[src/rtl/assert_macros.svh]
// assertion helpers shared by the rtl modules
// both expect signals named clk and rst in the module that uses them
`ifndef ASSERT_MACROS_SVH
`define ASSERT_MACROS_SVH

`ifndef ASSERT_OFF
`define ASSERT_PROP(label, prop) \
  label: assert property (@(posedge clk) disable iff (rst) prop) \
    else $error("assertion failed");
`define ASSERT_NEVER(label, cond) \
  label: assert property (@(posedge clk) disable iff (rst) !(cond)) \
    else $error("forbidden condition seen");
`else
`define ASSERT_PROP(label, prop)
`define ASSERT_NEVER(label, cond)
`endif

`endif

[src/rtl/bas_pkg.sv]
package bas_pkg;

  localparam int IDX_W = 11;
  localparam int VAL_W = 32;

  localparam logic [1:0] OP_CLEAR  = 2'd0;
  localparam logic [1:0] OP_APPEND = 2'd1;
  localparam logic [1:0] OP_QUERY  = 2'd2;

  localparam logic signed [IDX_W-1:0] NOT_FOUND = -11'sd1;

  typedef enum logic [1:0] {
    RES_ZERO,
    RES_MISS,
    RES_MID,
    RES_OVF
  } res_t;

  typedef struct packed {
    logic idle;
    logic clear;
    logic append;
    logic key_load;
    logic setup;
    logic probe;
    logic step;
    logic out_load;
    res_t res_sel;
  } cmd_t;

  typedef struct packed {
    logic empty;
    logic full;
    logic rd_eq;
    logic range_empty;
    logic slot_free;
  } sts_t;

endpackage

[src/rtl/bas_ctrl.sv]
`include "assert_macros.svh"

module bas_ctrl (
  input  logic           clk,
  input  logic           rst,
  input  logic           in_valid,
  input  logic [1:0]     opcode,
  input  bas_pkg::sts_t  sts,
  output bas_pkg::cmd_t  cmd
);

  typedef enum logic [2:0] {
    S_IDLE,
    S_FIRST,
    S_PROBE,
    S_CHECK,
    S_DONE
  } state_t;

  state_t        state;
  bas_pkg::res_t res_sel;
  logic          accept;

  assign accept = (state == S_IDLE) && in_valid;

  always_comb begin
    cmd          = '0;
    cmd.idle     = (state == S_IDLE);
    cmd.res_sel  = res_sel;
    case (state)
      S_IDLE: begin
        if (accept) begin
          case (opcode)
            bas_pkg::OP_CLEAR:  cmd.clear    = 1'b1;
            bas_pkg::OP_APPEND: cmd.append   = !sts.full;
            bas_pkg::OP_QUERY:  cmd.key_load = 1'b1;
            default: ;
          endcase
        end
      end
      S_FIRST: cmd.setup    = !sts.rd_eq;
      S_PROBE: cmd.probe    = !sts.range_empty;
      S_CHECK: cmd.step     = !sts.rd_eq;
      S_DONE:  cmd.out_load = sts.slot_free;
      default: ;
    endcase
  end

  always_ff @(posedge clk) begin
    if (rst) begin
      state   <= S_IDLE;
      res_sel <= bas_pkg::RES_MISS;
    end else begin
      case (state)
        S_IDLE: begin
          if (accept) begin
            case (opcode)
              bas_pkg::OP_APPEND: begin
                if (sts.full) begin
                  res_sel <= bas_pkg::RES_OVF;
                  state   <= S_DONE;
                end
              end
              bas_pkg::OP_QUERY: begin
                if (sts.empty) begin
                  res_sel <= bas_pkg::RES_MISS;
                  state   <= S_DONE;
                end else begin
                  state <= S_FIRST;
                end
              end
              default: ;
            endcase
          end
        end
        S_FIRST: begin
          if (sts.rd_eq) begin
            res_sel <= bas_pkg::RES_ZERO;
            state   <= S_DONE;
          end else begin
            state <= S_PROBE;
          end
        end
        S_PROBE: begin
          if (sts.range_empty) begin
            res_sel <= bas_pkg::RES_MISS;
            state   <= S_DONE;
          end else begin
            state <= S_CHECK;
          end
        end
        S_CHECK: begin
          if (sts.rd_eq) begin
            res_sel <= bas_pkg::RES_MID;
            state   <= S_DONE;
          end else begin
            state <= S_PROBE;
          end
        end
        S_DONE: begin
          if (sts.slot_free) begin
            state <= S_IDLE;
          end
        end
        default: state <= S_IDLE;
      endcase
    end
  end

  `ASSERT_PROP(a_check_after_probe, (state == S_CHECK) |-> ($past(state) == S_PROBE))
  `ASSERT_NEVER(a_append_when_full, cmd.append && sts.full)
  `ASSERT_PROP(a_done_releases, (state == S_DONE) && sts.slot_free |=> (state == S_IDLE))

endmodule

[config.mk]
export PLATFORM = sky130hd
export DESIGN_NAME = bas_ctrl
export DESIGN_NICKNAME = d
export VERILOG_FILES = /design/src/rtl/bas_pkg.sv /design/src/rtl/bas_ctrl.sv
export VERILOG_INCLUDE_DIRS = /design/src /design/src/rtl
export SDC_FILE = /design/constraint.sdc
export NUM_CORES = 1
export LEC_CHECK = 0
export BUFFER_PORTS_ARGS = -buffer_cell sky130_fd_sc_hd__buf_2
export CAP_MARGIN = 20
export CORE_AREA = 2 2 39 41
export DETAILED_ROUTE_END_ITERATION = 10
export DIE_AREA = 0 0 41 43
export GPL_TIMING_DRIVEN = 0
export PLACE_DENSITY = 0.49
export SLEW_MARGIN = 20
export SYNTH_ARGS = -nofsm -noshare
export SYNTH_HDL_FRONTEND = slang
export SYNTH_SLANG_ARGS = --single-unit
[constraint.sdc]
create_clock -name clk -period 1.47 [get_ports clk]
set_input_delay 0.294 -clock clk [delete_from_list [all_inputs] [get_ports clk]]
set_output_delay 0.294 -clock clk [all_outputs]
set_load 0.05 [all_outputs]
==> flow_summary.toml <==
[floorplan]
start_util_pct = 23.51
die_height_um = 43
die_width_um = 41
rows = 14
coreArea_mm2 = 0.001384
io_pins = 20
die-area_mm2 = 0.001763

[sta]
clock_skew_ns = 0.002068
grt_setup_unrepaired = "true"
final.period_utilization_pct = 107.1
timing.hold.ws_ns = 0.2736
setup_tns_ns = -0.3194
period_minus_slack_ns = 1.575
finalWorstSetupSlack_ns = -0.1049
final_hold_viol_count = 0
drv_slew = 0
tightest_slew_ns = 0.3718
relSlewSlack_pct = 75.16
max_freq_mhz = 635.0
finalSetupViolCount = 7

[drt]
drt-pass1-iter-count = 3
antenna_left = 0
drt_iter0_drc = 1
drc = 0
routed_wl_um = 912
num_vias = 425
viasPerCell = 4.830
wire_per_inst_um = 10.36

[setup_path]
criticalPathCategory = "flop to output port"
end_kind = "output port"
crit_top_cell = "nor3_4"
crit_fanout = 4
startpoint_type = "flop"
crit_path_cell_trace = "nor3_4, nand2_4, nor3_4, buf_6"
slowest_delay_ns = 0.36
crit_arrival_ns = 1.28
critPathSlowestCell = "dfxtp_4"
timing.critical_path.buf_inv = 1
cp.required_ns = 1.18
cp_top_family = "simple AND/OR/NAND/NOR gates"

[yosys]
syn_area_um2 = 325.3
synth-edff-count = 0
synthArstFlopShare_pct = 0
yosys.area.top_type = "dfxtp_1"
synthCells = 42
syn_area_per_cell_um2 = 7.746
yosys.area.top_type_share_pct = 30.77
ys_warn_count = 0
ys_top_cells_by_area = "dfxtp_1, nor2_1, nand2b_1"
dominantRegCellSynth = "dfxtp_1"
ys_ff_latch = 5
syn_nets = 52
seq_area_frac_synth_pct = 30.77
synth_cell_types = 21

[final_layout]
area_growth_syn_to_layout_pct = 100.8
fin_util_pct = 47.20
nets = 83
drive_above_1_share_pct = 63.89
multiInputGateArea_um2 = 297.8
fill_cells = 145
seqCellArea_um2 = 111.4
insertedDiodeCount = 0
fin_cells = 88

[clocking]
htree_num_levels = 1
cts_tree = "built"
clockBufferDepth = 2
insertion_delay_ns = 0.24
cts-root-buf = "clkbuf_4"
postCtsHoldBufs = 0
cts_sinks = 5
numCtsBuffers = 3
path_clk_slew_ns = 0.04

[global_routing]
grt-ovfl-total = 0
grt_pass1_wl_mm = 1.421
grt_max_degree = 9
first_global_vias = 365
grt_usage_pct = 11.77
antenna_found_initial = 0

[placed_design]
portBuffers = 19
placed_cells = 77
gp_congestion = 0.7121
place_worst_setup_slack_ns = -0.1996
place_hpwl_um = 671

[status]
violations = "negative setup slack"
run_status = "finished with violations"

[pwr]
p_leak_nw = 0.2756
irDropWorstVdd_v = 0.0004666
p_per_area_mw_per_mm2 = 639.6

[flow_run]
maxCapViolCount = 0

[hold_path]
hold_class = "input port to flop"
-- flip-flops by register name (all words and copies together), names as in the netlist --
register and count:
state 3, res_sel 2
-- stage by stage --
stage	area, um^2	power [mW]
after CTS	604.3	0.4166
final	653.1	0.4177
after floorplan	372.9	0.2125
after global placement	488.0	0.2459
after global routing	653.1	0.4458
after detailed placement	488.0	0.2458
-- cells by family (layout without fill, tap and decap cells) --
kind of cell,count (synthesis),count (layout),synth area share (%)
buf+inv,0,30,0
simple gates,29,29,51.54
flops,5,5,30.77
compound gates,8,8,17.69
-- where the power goes --
group / switching [mW] / internal (mW)
Sequential: 0.00724 / 0.136
Clock: 0.0563 / 0.103
Combinational: 0.0696 / 0.0458
-- layer usage --
layer / track usage [%] / up-vias / share of wire (%)
met4: 6.000 / 0 / 0
li1: - / 216 / -
met3: 3.141 / 0 / 9.1
met1: 14.89 / 194 / 42
met2: 17.50 / 15 / 48
met5: 0 / - / 0
-- cells in the mapped netlist, drive strengths merged, types with 2 or more instances --
| cell | instances |
|---|---|
| nor3 | 4 |
| nand2 | 5 |
| dfxtp | 5 |
| nor2 | 8 |
| nand2b | 3 |
| a21oi | 3 |
| nor2b | 2 |
| o21ai | 2 |
-- final timing paths --
check / from / slack, ns / to / cells past startpoint
setup / recovery: state[0] / -0.10 / cmd[7] / 4
hold reg to reg: res_sel[0] / 0.47 / res_sel[0] / 1
hold / removal: rst / 0.27 / state[1] / 2
setup reg to reg: state[2] / -0.03 / res_sel[0] / 6
-- layout make-up --
type / count / share of cell area, %
flip-flops and latches: 5 / 17.05
repair buffers: 26 / 30.27
well taps: 16 / 3.065
multi-input cells: 37 / 45.59
clock buffers: 4 / 4.023
-- cell usage in the layout, fill, tap and decap left out, types with 2 or more instances in the layout --
cell type	count
buf_6	6
dfxtp_4	3
dfxtp_1	2
nor3_4	3
nand2_1	3
a21oi_1	2
clkbuf_4	3
buf_4	8
nor2b_4	2
nand2b_1	3
o21ai_0	2
nor2_1	7
buf_2	11
-- timing repair --
action | in CTS | in global routing
buffers inserted | 4 | 3
endpoints found under the setup margin | 7 | 8
pin swaps | 5 | 3
gates cloned | 0 | 0
gates resized for setup | 20 | 6
No activity file was read; power rests on OpenSTA's default activity.
